File: config.mk
export PLATFORM = sky130hd
export DESIGN_NAME = yuyv_to_nv21_converter_top
export DESIGN_NICKNAME = d
export VERILOG_FILES = /design/src/rtl/core/y2nv_pkg.sv /design/src/rtl/core/yuyv_to_nv21_converter_top.sv /design/src/rtl/core/y2nv_queue.sv /design/src/rtl/core/y2nv_front.sv /design/src/rtl/core/y2nv_back.sv
export SDC_FILE = /design/constraint.sdc
export NUM_CORES = 1
export LEC_CHECK = 0
export ABC_AREA = 1
export ABC_CLOCK_PERIOD_IN_PS = 6100
export BUFFER_PORTS_ARGS = -buffer_cell sky130_fd_sc_hd__buf_2
export CAP_MARGIN = 20
export CORE_UTILIZATION = 50
export CTS_BUF_LIST = sky130_fd_sc_hd__clkbuf_4
export CTS_CLUSTER_DIAMETER = 150
export DETAILED_ROUTE_END_ITERATION = 10
export GPL_ROUTABILITY_DRIVEN = 0
export GPL_TIMING_DRIVEN = 0
export PLACE_DENSITY = 0.7
export RECOVER_POWER = 25
export SYNTH_ARGS = -nofsm -noshare
export SYNTH_HDL_FRONTEND = slang
export SYNTH_SLANG_ARGS = --single-unit
File: constraint.sdc
create_clock -name i_clk -period 6.1 [get_ports i_clk]
set_clock_uncertainty 0.15 [all_clocks]
set_input_delay 0.305 -clock i_clk [delete_from_list [all_inputs] [get_ports i_clk]]
set_output_delay 0.305 -clock i_clk [all_outputs]
set_load 0.05 [all_outputs]
File: src/rtl/core/y2nv_pkg.sv
// Shared types and constants for the YUYV to NV21 converter.
// No dependencies; every other file of the block imports this package.
package y2nv_pkg;

    localparam int ADDR_W  = 25;
    localparam int BYTE_W  = 8;
    localparam int CFG_W   = 13;
    localparam int APB_DW  = 32;
    localparam int APB_AW  = 3;
    localparam int IN_DW   = 32;
    localparam int OUT_DW  = 40;

    localparam int DEF_MAX_WIDTH  = 4096;
    localparam int DEF_MAX_HEIGHT = 4096;

    localparam logic [CFG_W-1:0] RST_WIDTH  = 13'd640;
    localparam logic [CFG_W-1:0] RST_HEIGHT = 13'd480;

    // Register index codes, taken from paddr[2]
    localparam logic REG_WIDTH  = 1'b0;
    localparam logic REG_HEIGHT = 1'b1;

    // Command queue between front and back
    localparam int QDEPTH = 4;
    localparam int QPTR_W = $clog2(QDEPTH);
    localparam int QCNT_W = $clog2(QDEPTH + 1);

    // One classified macropixel, ready for the write sequencer
    typedef struct packed {
        logic [BYTE_W-1:0] y0;
        logic [BYTE_W-1:0] u;
        logic [BYTE_W-1:0] y1;
        logic [BYTE_W-1:0] v;
        logic [ADDR_W-1:0] luma_addr;
        logic [ADDR_W-1:0] chroma_addr;
        logic              even_row;
        logic              end_frame;
    } t_cmd;

    // Queue status seen by both sides
    typedef struct packed {
        logic full;
        logic empty;
    } t_q_stat;

    // Write sequencer steps
    typedef enum logic [3:0] {
        ST_Y0 = 4'b0001,
        ST_Y1 = 4'b0010,
        ST_V  = 4'b0100,
        ST_U  = 4'b1000
    } t_step;

endpackage

File: src/rtl/core/yuyv_to_nv21_converter_top.sv
// YUYV 4:2:2 to NV21 converter: front classifier, command queue, write sequencer.
// Accepted items pass through the queue, the command register and the output beat register.
// Each item is four byte writes on even rows and two on odd rows, one per byte-wide beat;
// input is taken every cycle while the queue has room and no restart is pending.
// Reset: synchronous active low; registers return to 640 x 480 and input stalls
// after reset and after each register write while the chroma base loads.
module yuyv_to_nv21_converter_top #(
    parameter int MAX_WIDTH  = y2nv_pkg::DEF_MAX_WIDTH,
    parameter int MAX_HEIGHT = y2nv_pkg::DEF_MAX_HEIGHT
) (
    input  logic                          i_clk,
    input  logic                          i_rst_n,
    input  logic                          psel,
    input  logic                          penable,
    input  logic                          pwrite,
    input  logic [y2nv_pkg::APB_AW-1:0]   paddr,
    input  logic [y2nv_pkg::APB_DW-1:0]   pwdata,
    output logic [y2nv_pkg::APB_DW-1:0]   prdata,
    output logic                          pready,
    input  logic                          s_axis_tvalid,
    output logic                          s_axis_tready,
    // [7:0] luma_first, [15:8] chroma_blue, [23:16] luma_second, [31:24] chroma_red
    input  logic [y2nv_pkg::IN_DW-1:0]    s_axis_tdata,
    output logic                          m_axis_tvalid,
    input  logic                          m_axis_tready,
    // [24:0] write_address, [32:25] write_byte, [39:33] zero
    output logic [y2nv_pkg::OUT_DW-1:0]   m_axis_tdata,
    // last_of_item
    output logic                          m_axis_tlast,
    // frame_done
    output logic                          m_axis_tuser
);
    import y2nv_pkg::*;

    logic    push;
    logic    pop;
    t_cmd    push_cmd;
    t_cmd    head_cmd;
    t_q_stat q_stat;

    // Classify items and generate addresses
    y2nv_front #(
        .MAX_WIDTH  (MAX_WIDTH),
        .MAX_HEIGHT (MAX_HEIGHT)
    ) u_front (
        .i_clk         (i_clk),
        .i_rst_n       (i_rst_n),
        .psel          (psel),
        .penable       (penable),
        .pwrite        (pwrite),
        .paddr         (paddr),
        .pwdata        (pwdata),
        .prdata        (prdata),
        .pready        (pready),
        .s_axis_tvalid (s_axis_tvalid),
        .s_axis_tready (s_axis_tready),
        .s_axis_tdata  (s_axis_tdata),
        .o_push        (push),
        .o_cmd         (push_cmd),
        .i_q_stat      (q_stat)
    );

    // Buffer classified commands
    y2nv_queue u_queue (
        .i_clk   (i_clk),
        .i_rst_n (i_rst_n),
        .i_push  (push),
        .i_cmd   (push_cmd),
        .i_pop   (pop),
        .o_cmd   (head_cmd),
        .o_stat  (q_stat)
    );

    // Issue byte writes
    y2nv_back u_back (
        .i_clk         (i_clk),
        .i_rst_n       (i_rst_n),
        .i_cmd         (head_cmd),
        .i_q_stat      (q_stat),
        .o_pop         (pop),
        .m_axis_tvalid (m_axis_tvalid),
        .m_axis_tready (m_axis_tready),
        .m_axis_tdata  (m_axis_tdata),
        .m_axis_tlast  (m_axis_tlast),
        .m_axis_tuser  (m_axis_tuser)
    );

endmodule

File: src/rtl/core/y2nv_queue.sv
// Short command queue that decouples the classifier from the write sequencer.
// Depends on y2nv_pkg for the command type and depth.
module y2nv_queue (
    input  logic              i_clk,
    input  logic              i_rst_n,
    input  logic              i_push,
    input  y2nv_pkg::t_cmd    i_cmd,
    input  logic              i_pop,
    output y2nv_pkg::t_cmd    o_cmd,
    output y2nv_pkg::t_q_stat o_stat
);
    import y2nv_pkg::*;

    t_cmd              r_mem [QDEPTH];
    logic [QPTR_W-1:0] r_wr_ptr;
    logic [QPTR_W-1:0] r_rd_ptr;
    logic [QCNT_W-1:0] r_count;

    // Store pushed commands
    always_ff @(posedge i_clk) begin
        if (i_push) begin
            r_mem[r_wr_ptr] <= i_cmd;
        end
    end

    // Advance pointers and fill count
    always_ff @(posedge i_clk) begin
        if (!i_rst_n) begin
            r_wr_ptr <= '0;
            r_rd_ptr <= '0;
            r_count  <= '0;
        end else begin
            if (i_push) begin
                r_wr_ptr <= r_wr_ptr + QPTR_W'(1);
            end
            if (i_pop) begin
                r_rd_ptr <= r_rd_ptr + QPTR_W'(1);
            end
            if (i_push && !i_pop) begin
                r_count <= r_count + QCNT_W'(1);
            end else if (!i_push && i_pop) begin
                r_count <= r_count - QCNT_W'(1);
            end
        end
    end

    assign o_cmd        = r_mem[r_rd_ptr];
    assign o_stat.full  = (r_count == QCNT_W'(QDEPTH));
    assign o_stat.empty = (r_count == '0);

endmodule

File: src/rtl/core/y2nv_front.sv
// Front end: configuration registers, raster counters and address generation.
// Classifies each accepted macropixel into a queue command; uses y2nv_pkg.
module y2nv_front #(
    parameter int MAX_WIDTH  = y2nv_pkg::DEF_MAX_WIDTH,
    parameter int MAX_HEIGHT = y2nv_pkg::DEF_MAX_HEIGHT
) (
    input  logic                          i_clk,
    input  logic                          i_rst_n,
    input  logic                          psel,
    input  logic                          penable,
    input  logic                          pwrite,
    input  logic [y2nv_pkg::APB_AW-1:0]   paddr,
    input  logic [y2nv_pkg::APB_DW-1:0]   pwdata,
    output logic [y2nv_pkg::APB_DW-1:0]   prdata,
    output logic                          pready,
    input  logic                          s_axis_tvalid,
    output logic                          s_axis_tready,
    // [7:0] luma_first, [15:8] chroma_blue, [23:16] luma_second, [31:24] chroma_red
    input  logic [y2nv_pkg::IN_DW-1:0]    s_axis_tdata,
    output logic                          o_push,
    output y2nv_pkg::t_cmd                o_cmd,
    input  y2nv_pkg::t_q_stat             i_q_stat
);
    import y2nv_pkg::*;

    localparam int WW    = $clog2(MAX_WIDTH + 1);
    localparam int HW    = $clog2(MAX_HEIGHT + 1);
    localparam int PW    = WW - 1;
    localparam int CW    = (MAX_WIDTH > 3) ? $clog2(MAX_WIDTH / 2) : 1;
    localparam int RW    = (MAX_HEIGHT > 1) ? $clog2(MAX_HEIGHT) : 1;
    localparam int EXT_W = CFG_W + 1;

    logic [CFG_W-1:0]  r_width;
    logic [CFG_W-1:0]  r_height;
    logic              r_restart;
    logic [CW-1:0]     r_col;
    logic [RW-1:0]     r_row;
    logic [ADDR_W-1:0] r_luma;
    logic [ADDR_W-1:0] r_chroma;

    logic [EXT_W-1:0]  w_ext;
    logic [EXT_W-1:0]  h_ext;
    logic [WW-1:0]     eff_w;
    logic [HW-1:0]     eff_h;
    logic [PW-1:0]     pairs;
    logic [WW+HW-1:0]  plane_prod;
    logic [ADDR_W-1:0] plane_base;
    logic [PW-1:0]     col_next;
    logic [HW-1:0]     row_next;
    logic              end_row;
    logic              end_frame;
    logic              even_row;
    logic              accept;
    logic              cfg_wr;

    // Clamp the width to an even value in range
    always_comb begin
        w_ext = {1'b0, r_width};
        if (w_ext > EXT_W'(MAX_WIDTH)) begin
            w_ext = EXT_W'(MAX_WIDTH);
        end
        eff_w = WW'(w_ext) & ~WW'(1);
        if (eff_w < WW'(2)) begin
            eff_w = WW'(2);
        end
    end

    // Clamp the height to at least one row and at most MAX_HEIGHT
    always_comb begin
        h_ext = {1'b0, r_height};
        if (h_ext > EXT_W'(MAX_HEIGHT)) begin
            h_ext = EXT_W'(MAX_HEIGHT);
        end
        eff_h = HW'(h_ext);
        if (eff_h < HW'(1)) begin
            eff_h = HW'(1);
        end
    end

    // Chroma plane base is width times height
    assign plane_prod = WW'(eff_w) * HW'(eff_h);
    assign plane_base = ADDR_W'(plane_prod);

    // Row and frame boundaries
    assign pairs     = eff_w[WW-1:1];
    assign col_next  = PW'(r_col) + PW'(1);
    assign row_next  = HW'(r_row) + HW'(1);
    assign end_row   = (col_next >= pairs);
    assign end_frame = end_row && (row_next >= eff_h);
    assign even_row  = ~r_row[0];

    assign s_axis_tready = !r_restart && !i_q_stat.full;
    assign accept        = s_axis_tvalid && s_axis_tready;
    assign cfg_wr        = psel && penable && pwrite && pready;

    // Register file, counters and running addresses
    always_ff @(posedge i_clk) begin
        if (!i_rst_n) begin
            r_width   <= RST_WIDTH;
            r_height  <= RST_HEIGHT;
            r_restart <= 1'b1;
            r_col     <= '0;
            r_row     <= '0;
            r_luma    <= '0;
            r_chroma  <= '0;
        end else begin
            if (r_restart) begin
                r_restart <= 1'b0;
                r_col     <= '0;
                r_row     <= '0;
                r_luma    <= '0;
                r_chroma  <= plane_base;
            end else if (accept) begin
                if (end_frame) begin
                    r_col    <= '0;
                    r_row    <= '0;
                    r_luma   <= '0;
                    r_chroma <= plane_base;
                end else begin
                    r_luma <= r_luma + ADDR_W'(2);
                    if (even_row) begin
                        r_chroma <= r_chroma + ADDR_W'(2);
                    end
                    if (end_row) begin
                        r_col <= '0;
                        r_row <= r_row + RW'(1);
                    end else begin
                        r_col <= r_col + CW'(1);
                    end
                end
            end
            // Any register write restarts the frame
            if (cfg_wr) begin
                unique case (paddr[2])
                    REG_WIDTH:  r_width  <= pwdata[CFG_W-1:0];
                    REG_HEIGHT: r_height <= pwdata[CFG_W-1:0];
                    default:    r_width  <= r_width;
                endcase
                r_restart <= 1'b1;
            end
        end
    end

    // Register readback
    always_comb begin
        unique case (paddr[2])
            REG_WIDTH:  prdata = APB_DW'(r_width);
            REG_HEIGHT: prdata = APB_DW'(r_height);
            default:    prdata = '0;
        endcase
    end
    assign pready = 1'b1;

    // Build the queue command
    assign o_push            = accept;
    assign o_cmd.y0          = s_axis_tdata[7:0];
    assign o_cmd.u           = s_axis_tdata[15:8];
    assign o_cmd.y1          = s_axis_tdata[23:16];
    assign o_cmd.v           = s_axis_tdata[31:24];
    assign o_cmd.luma_addr   = r_luma;
    assign o_cmd.chroma_addr = r_chroma;
    assign o_cmd.even_row    = even_row;
    assign o_cmd.end_frame   = end_frame;

endmodule

File: src/rtl/core/y2nv_back.sv
// Back end: sequences the two or four byte writes of each queued macropixel
// through a registered output beat; uses y2nv_pkg.
module y2nv_back (
    input  logic                         i_clk,
    input  logic                         i_rst_n,
    input  y2nv_pkg::t_cmd               i_cmd,
    input  y2nv_pkg::t_q_stat            i_q_stat,
    output logic                         o_pop,
    output logic                         m_axis_tvalid,
    input  logic                         m_axis_tready,
    // [24:0] write_address, [32:25] write_byte, [39:33] zero
    output logic [y2nv_pkg::OUT_DW-1:0]  m_axis_tdata,
    // last_of_item
    output logic                         m_axis_tlast,
    // frame_done
    output logic                         m_axis_tuser
);
    import y2nv_pkg::*;

    t_cmd              r_cur;
    logic              r_busy;
    t_step             r_step;
    logic              r_out_valid;
    logic [ADDR_W-1:0] r_out_addr;
    logic [BYTE_W-1:0] r_out_byte;
    logic              r_out_last;
    logic              r_out_done;

    t_step             n_step;
    logic [ADDR_W-1:0] step_addr;
    logic [BYTE_W-1:0] step_byte;
    logic              step_last;
    logic              step_done;
    logic              last_step;
    logic              out_load;
    logic              cur_done;

    // Decode the current write
    always_comb begin
        unique case (r_step)
            ST_Y0: begin
                step_addr = r_cur.luma_addr;
                step_byte = r_cur.y0;
                step_last = 1'b0;
                step_done = 1'b0;
                n_step    = ST_Y1;
            end
            ST_Y1: begin
                step_addr = r_cur.luma_addr + ADDR_W'(1);
                step_byte = r_cur.y1;
                step_last = !r_cur.even_row;
                step_done = !r_cur.even_row && r_cur.end_frame;
                n_step    = ST_V;
            end
            ST_V: begin
                step_addr = r_cur.chroma_addr;
                step_byte = r_cur.v;
                step_last = 1'b0;
                step_done = 1'b0;
                n_step    = ST_U;
            end
            ST_U: begin
                step_addr = r_cur.chroma_addr + ADDR_W'(1);
                step_byte = r_cur.u;
                step_last = 1'b1;
                step_done = r_cur.end_frame;
                n_step    = ST_Y0;
            end
            default: begin
                step_addr = '0;
                step_byte = '0;
                step_last = 1'b0;
                step_done = 1'b0;
                n_step    = ST_Y0;
            end
        endcase
    end

    assign last_step = step_last;
    assign out_load  = r_busy && (!r_out_valid || m_axis_tready);
    assign cur_done  = out_load && last_step;
    assign o_pop     = !i_q_stat.empty && (!r_busy || cur_done);

    // Hold the current command and advance through its writes
    always_ff @(posedge i_clk) begin
        if (!i_rst_n) begin
            r_busy <= 1'b0;
            r_step <= ST_Y0;
        end else begin
            if (o_pop) begin
                r_busy <= 1'b1;
                r_step <= ST_Y0;
            end else if (cur_done) begin
                r_busy <= 1'b0;
                r_step <= ST_Y0;
            end else if (out_load) begin
                r_step <= n_step;
            end
        end
    end

    always_ff @(posedge i_clk) begin
        if (o_pop) begin
            r_cur <= i_cmd;
        end
    end

    // Output beat register
    always_ff @(posedge i_clk) begin
        if (!i_rst_n) begin
            r_out_valid <= 1'b0;
        end else if (out_load) begin
            r_out_valid <= 1'b1;
        end else if (m_axis_tready) begin
            r_out_valid <= 1'b0;
        end
    end

    always_ff @(posedge i_clk) begin
        if (out_load) begin
            r_out_addr <= step_addr;
            r_out_byte <= step_byte;
            r_out_last <= step_last;
            r_out_done <= step_done;
        end
    end

    assign m_axis_tvalid = r_out_valid;
    assign m_axis_tdata  = {{(OUT_DW - ADDR_W - BYTE_W){1'b0}}, r_out_byte, r_out_addr};
    assign m_axis_tlast  = r_out_last;
    assign m_axis_tuser  = r_out_done;

`ifndef SYNTHESIS
    a_odd_row_two_writes: assert property (@(posedge i_clk) disable iff (!i_rst_n)
        r_busy && !r_cur.even_row |-> (r_step == ST_Y0 || r_step == ST_Y1))
        else $error("odd-row command reached a chroma write");

    a_done_is_last: assert property (@(posedge i_clk) disable iff (!i_rst_n)
        m_axis_tvalid && m_axis_tuser |-> m_axis_tlast)
        else $error("frame end flagged on a write that does not end its item");

    a_item_end_rewinds: assert property (@(posedge i_clk) disable iff (!i_rst_n)
        cur_done |=> r_step == ST_Y0)
        else $error("sequencer did not rewind after the last write of an item");
`endif

endmodule
==> results.md, run 1 <==
* Status: finished, final reports clean
* Flop-to-flop setup slack at 0.15 ns
* GRT Total Usage at 0.258
* Nets@finish at 3388
* Chip width at 239 um
* Clk slew on worst S/H paths at 0.07 ns
* Initial drt markers at 2071
* Maxcap violations at 0
* Worst R2R End: u_front.r_chroma[16]
* Worst Tran Pin Value at 1.09 ns
* Share of layout cells above drive strength 1 at 0.168
* Hold/Removal Path Class: input port to flop
* Setup violators final at 0
* Num CTS Buffers at 139
* Ports at 151
* Synth Warn # at 0
* Worst hold stages at 2
* Leak at 0.0134 uW
* PortBufs at 102
* Num rows at 86
* Longest Clk Path Bufs at 3
* Post-synthesis register bit count at 556
* RR Startpoint: u_front.r_width[3]
* Slew headroom at 0.268
* Reg area at 15600 um2
* Max-slew violation count at 0
* H-Tree Level Count at 4
* Top post-synthesis cells by area: edfxtp_1 47%, dfxtp_1 7.9%, fa_1 7.8%, nand2_1 5.3%, nor2_1 5.1%
* Final Critical Period at 5.95 ns
* Worst-Skew Late Latency at 0.86 ns
* CP Class: flop to flop
* Post-synthesis instance total at 2728
* Number of enable flip-flop cells after synthesis at 445
* Setup ws final at 0.146 ns
* Kind of end point of the critical path: flop
* Largest net degree at the start of global routing at 38
* Worst hold slack at 0.117 ns
* Crit path capture: u_front.r_chroma[16]
* Vias in the first global route at 21.5k
* Area leader, netlist: edfxtp_1
* Synth top area share at 0.474
* Placed insts at 3617
* DR pass1 iterations at 6
* R2r worst-path depth at 27
* HPWL Detailed at 51200 um
* Pre-CTS WS at -0.742 ns
* Synth Flop Type: edfxtp_1
* Crit path DAT at 6.54 ns
* DR DRC count at 0
* Crit path launch: u_front.r_width[3]
* Via-to-Cell Ratio at 5.52
* Setup TNS Final at 0 ns
* Filler cells at 4410
* WL final at 74500 um
* Netlist Area Pre-Place at 28200 um2
* Antenna violations before repair at 1
* Final Cycle Share at 0.976
* Remaining global-route overflow at 0
* Clock Sinks at 556
* CTS tree: done
* Core area at 55400 um2
* Achievable Freq at 168 MHz
* Peak supply drop at 0.000281 V
* PD cells at 363 nW/um2
* Sequential element share of the synthesized area at 0.553
* Detail Route Antenna Nets at 0
* Hold Path Origin: s_axis_tdata[20]
* Syn avg cell area at 10.3 um2
* CP required at 6.69 ns
* Layout Cells excl Fill at 3945
* Cell variety after synth at 53
* DIE HEIGHT at 239 um
* Clock Tree Root: clkbuf_4
* Global-route wire length before repair at 114000 um
* Ys async rst share at 0
* Multi-input gate area at 11300 um2
* P&R area growth vs syn at 17.9%
* Util after Layout at 0.599
* Initial Utilization at 0.508
* Die area at 57300 um2
* Final hold vios at 0
* DR WL/cell at 18.9 um
* RSZ-0062 raised after global routing: true
* Crit-path max FO at 10
* Startpoint Class: flop
* DR vias at 21.8k
cells by family after synthesis:
kind of cell               after synthesis  share of synthesized area
and+or+nand+nor                        979                      0.145
DFF                                    556                      0.553
AOI/OAI and AO/OA                      483                     0.0956
buffers and inverters                  436                     0.0636
adders and majority gates              210                      0.123
xor gates and xnor gates                62                     0.0193
other                                    2                   0.000267
state kept, by name, indices dropped and copies added, names as in the netlist, 2 cells and up:
signal             flops
u_queue.r_mem        328
u_back.r_cur          82
u_back.r_out_addr     25
u_front.r_chroma      24
u_front.r_luma        24
u_front.r_height      13
u_front.r_width       13
u_front.r_row         12
u_front.r_col         11
u_back.r_out_byte      8
u_back.r_step          4
u_queue.r_count        3
u_queue.r_rd_ptr       2
u_queue.r_wr_ptr       2
what timing repair did:
action,CTS,global route
setup endpoints to repair,15,15
resized for setup,53,110
hold buffers,69,0
endpoints found under the hold margin,185,0
setup buffers,12,14
pin swaps,5,36
cell usage after synthesis, types with 7 or more instances:
cell type	count
edfxtp_1	445
nand2_1	397
nor2_1	381
inv_1	285
o21ai_0	253
dfxtp_1	111
fa_1	110
nand3_1	107
ha_1	100
a21oi_1	96
clkbuf_1	83
o22ai_1	82
xor2_1	42
nand4_1	33
buf_4	28
xnor2_1	20
nor3_1	19
buf_2	15
clkinv_1	14
o21bai_2	12
a21oi_2	9
nand3b_1	7
worst min path at each step:
stage	to	slack, ns
finish	u_queue.r_mem[2][64]	0.12
global route	u_queue.r_mem[2][52]	0.07
CTS	u_queue.r_mem[3][63]	0.004
detailed placement	u_front.r_row[11]	0.31
global placement	u_front.r_col[4]	0.30
floorplan	u_queue.r_mem[0][52]	0.25
metrics by stage:
stage	area, um2	total power [uW]
after global placement	29700	8500
final	33200	12100
after detailed placement	30000	8590
after CTS	32800	11900
after global routing	33200	12600
after floorplan	28300	7340
worst max-delay path, stage by stage (launching register included):
cell and delay (ns):
dfxtp_1 0.34, inv_2 0.08, nand2_1 0.09, nor2_1 0.05, nand2_1 0.10, nand2_4 0.10
buf_12 0.15, nand2_4 0.13, nand4_1 0.16, nand2_4 0.16, nand2_1 0.10, fa_2 0.54
fa_1 0.56, inv_1 0.06, fa_1 0.51, fa_1 0.55, inv_1 0.05, fa_1 0.52
inv_1 0.06, ha_4 0.27, a21oi_2 0.19, o21a_1 0.16, nand2_1 0.08, a31oi_1 0.20
xor2_1 0.20, a21oi_1 0.09, nor2_1 0.13, nor2_1 0.05
final cells by class:
type	count	area share
antenna	1	0.0000754
buffer	131	0.0199
clock buffer	191	0.0432
clock inverter	42	0.0114
inverter	304	0.0351
multi-input combinational	1761	0.342
sequential	556	0.470
tap	748	0.0282
timing repair buffer	211	0.0505
metal layers:
layer | track usage | wire (um)
met1 | 0.337 | 29700
met2 | 0.420 | 35300
met3 | 0.0560 | 7260
met4 | 0.0973 | 2220
met5 | 0 | 0
placed cells by master, fill, tap and decap left out, drive strengths merged, types with 5 or more instances in the layout:
cell type and n:
nand4 33, xnor2 20, ha 100, nand3 111, nand2 401, clkinv 36, a31oi 6, o21ai 258
inv 298, buf 160, fa 110, dfxtp 111, dlygate4sd3 69, bufinv 7, nor4 5, nor2 386
a21oi 105, xor2 42, o21bai 18, nand3b 7, o22ai 82, conb 27, edfxtp 445, clkinvlp 5
clkbuf 304, nor3 22
where the power goes:
group / leakage [uW] / switching [uW] / internal, uW / total [uW]
clock network: 0.00106 / 1490 / 1750 / 3240
registers: 0.00502 / 303 / 4930 / 5240
logic: 0.00731 / 2590 / 988 / 3570
total: 0.0134 / 4380 / 7670 / 12100
No activity file was read; power rests on OpenSTA's default activity.
==> inputs of run 2 (changes only) <==
--- a/config.mk
+++ b/config.mk
@@ -17,6 +17,7 @@
 export GPL_TIMING_DRIVEN = 0
 export PLACE_DENSITY = 0.7
 export RECOVER_POWER = 25
+export REMOVE_ABC_BUFFERS = 1
 export SYNTH_ARGS = -nofsm -noshare
 export SYNTH_HDL_FRONTEND = slang
 export SYNTH_SLANG_ARGS = --single-unit
==> run 2 against run 1 <==
Effect of this change:
- sequential share of layout area shrank 0.30 points
- critical path depth shrank 2
- via count shrank 1.6%
- die area is the same
- fmax shrank 1.0%
==> results.md, run 2 (synthesis gave the netlist of run 1 again) <==
* Placed inst area at 29600 um2
* Flop-to-flop setup slack at 0.08 ns
* Final hold vios at 0
* Maxcap violations at 0
* HPWL Detailed at 43700 um
* DIE HEIGHT at 239 um
* PD cells at 349 nW/um2
* Sequential power share at 0.451
* Final Cycle Share at 0.986
* Worst hold stages at 5
* R2r worst-path depth at 25
* Int Pwr at 7590 uW
* Worst R2R End: u_front.r_chroma[17]
* Kind of end point of the critical path: flop
* Worst Tran Pin Value at 0.975 ns
* Clk slew on worst S/H paths at 0.07 ns
* GRT Total Usage at 0.241
* Chip width at 239 um
* Num CTS Buffers at 142
* Status: finished, final reports clean
* Final Critical Period at 6.02 ns
* Initial Utilization at 0.508
* Nets@finish at 3330
* Ports at 151
* RR Startpoint: u_front.r_height[5]
* Hold/Removal Path Class: input port to flop
* Worst hold slack at 0.0749 ns
* H-Tree Level Count at 4
* Setup violators final at 0
* Pre-CTS WS at -0.860 ns
* Crit path DAT at 6.67 ns
* Antenna violations before repair at 2
* WL final at 68700 um
* Commonest cells after routing, fill and taps aside: 445 x edfxtp_1, 378 x nand2_1, 348 x nor2_1, 267 x inv_1, 246 x o21ai_0
* DR vias at 21.4k
* CP Class: flop to flop
* Setup ws final at 0.0845 ns
* CTS tree: done
* Combinational share of power at 0.276
* DR WL/cell at 17.6 um
* Clock Tree Root: clkbuf_4
* Slew headroom at 0.349
* Num rows at 86
* Die area at 57300 um2
* Startpoint Class: flop
* Via-to-Cell Ratio at 5.49
* Core area at 55400 um2
* Worst Hold End: u_back.m_axis_tvalid
* DR pass1 iterations at 6
* Util after Layout at 0.603
* Max-slew violation count at 0
* P_sw at 4080 uW
* Worst-Skew Late Latency at 0.95 ns
* Max FFs per register at 328
* Remaining global-route overflow at 0
* Global-route wire length before repair at 107000 um
* Sw frac at 0.349
* P&R area growth vs syn at 18.6%
* Share of layout cells above drive strength 1 at 0.178
* Achievable Freq at 166 MHz
* PortBufs at 102
* Clock network power share at 0.273
* Largest net degree at the start of global routing at 112
* Crit-path max FO at 8
* DR DRC count at 0
* Leak at 0.0135 uW
* Longest Clk Path Bufs at 3
* Hold Path Origin: m_axis_tready
* Most flops, register: u_queue.r_mem
* CP required at 6.76 ns
* Vias in the first global route at 21.8k
* Clock Sinks at 556
* Biggest regs: u_queue.r_mem: 328 flops, u_back.r_cur: 82 flops, u_back.r_out_addr: 25 flops
* Initial drt markers at 1682
* Commonest non-fill, non-tap cell in the layout: edfxtp_1
* Design area at 33400 um2
* Detail Route Antenna Nets at 0
* Peak supply drop at 0.000223 V
## run 2: cell count changes in the layout (fill, tap and decap cells not counted), sizes merged
cell / before / now
clkbuf: 304 / 202
clkinvlp: 5 / 9
dlygate4sd3: 69 / 111
clkinv: 36 / 46
inv: 298 / 297
buf: 160 / 169
diode: 1 / 2
bufinv: 7 / 3
## run 2: cell type report
| cell class | count | area, um2 |
|---|---|---|
| tap | 748 | 936 |
| timing repair inverter | 1 | 5.00 |
| multi-input combinational | 1761 | 11400 |
| sequential | 556 | 15600 |
| antenna | 2 | 5.00 |
| clock inverter | 50 | 320 |
| fill | 4336 | 22000 |
| inverter | 304 | 1200 |
| timing repair buffer | 280 | 2440 |
| clock buffer | 202 | 1520 |
## run 2: timing repair
item / in CTS / in global routing
hold buffers: 111 / 0
endpoints found under the setup margin: 16 / 15
gates cloned: 0 / 1
setup buffers: 16 / 23
pin swaps: 8 / 36
resized for setup: 49 / 117
hold endpoints to repair: 228 / 0
## run 2: critical path: stages, from the launching register on
cell	delay (ns)
dfxtp_2	0.37
nor2_4	0.11
nand2_1	0.07
nor2_2	0.12
nand4_1	0.18
nand2_4	0.18
inv_1	0.11
nor2_4	0.16
clkinv_4	0.14
nor2_1	0.16
fa_1	0.46
fa_1	0.59
fa_1	0.46
fa_1	0.55
inv_1	0.05
fa_1	0.54
inv_1	0.07
ha_4	0.27
a21oi_1	0.22
o21ai_0	0.17
a21oi_1	0.18
nand2_1	0.12
xnor2_1	0.18
a21oi_1	0.06
nor2_1	0.15
nor2_1	0.04
## run 2: layer usage
metal  track usage  wire (um)
met5             0          0
met4         0.110       2100
met3        0.0506       4880
met2         0.429      35000
met1         0.277      26700
## run 2: metrics by stage
step           power (uW)  std cells  TNS (ns)
6_report            11700       3904         0
3_5_place_dp         8320       3499    -10.31
2_1_floorplan        7270       2621    -19.59
5_1_grt             12300       3904    -0.749
3_3_place_gp         8170       3471  -1372.92
4_1_cts             11600       3878         0
## run 2: worst max path at each step
stage | from | to | slack [ns] | depth (start not counted)
floorplan | u_queue.r_rd_ptr[0] | u_back.r_cur[0] | -0.24 | 3
global placement | u_queue.r_rd_ptr[0] | u_back.r_cur[14] | -5.48 | 3
detailed placement | u_front.r_width[11] | u_front.r_chroma[19] | -0.86 | 28
CTS | u_front.r_width[5] | u_front.r_chroma[16] | 0.002 | 26
global route | u_front.r_height[5] | u_front.r_chroma[19] | -0.12 | 30
finish | u_front.r_height[5] | u_front.r_chroma[17] | 0.08 | 25
## run 2: power by group through the flow
stage	logic [uW]	registers (uW)	clock network [uW]
6_report	3220	5260	3180
5_1_grt	3540	5310	3440
4_1_cts	3090	5250	3250
3_5_place_dp	2990	5330	0
3_3_place_gp	2680	5490	0
2_1_floorplan	1620	5660	0
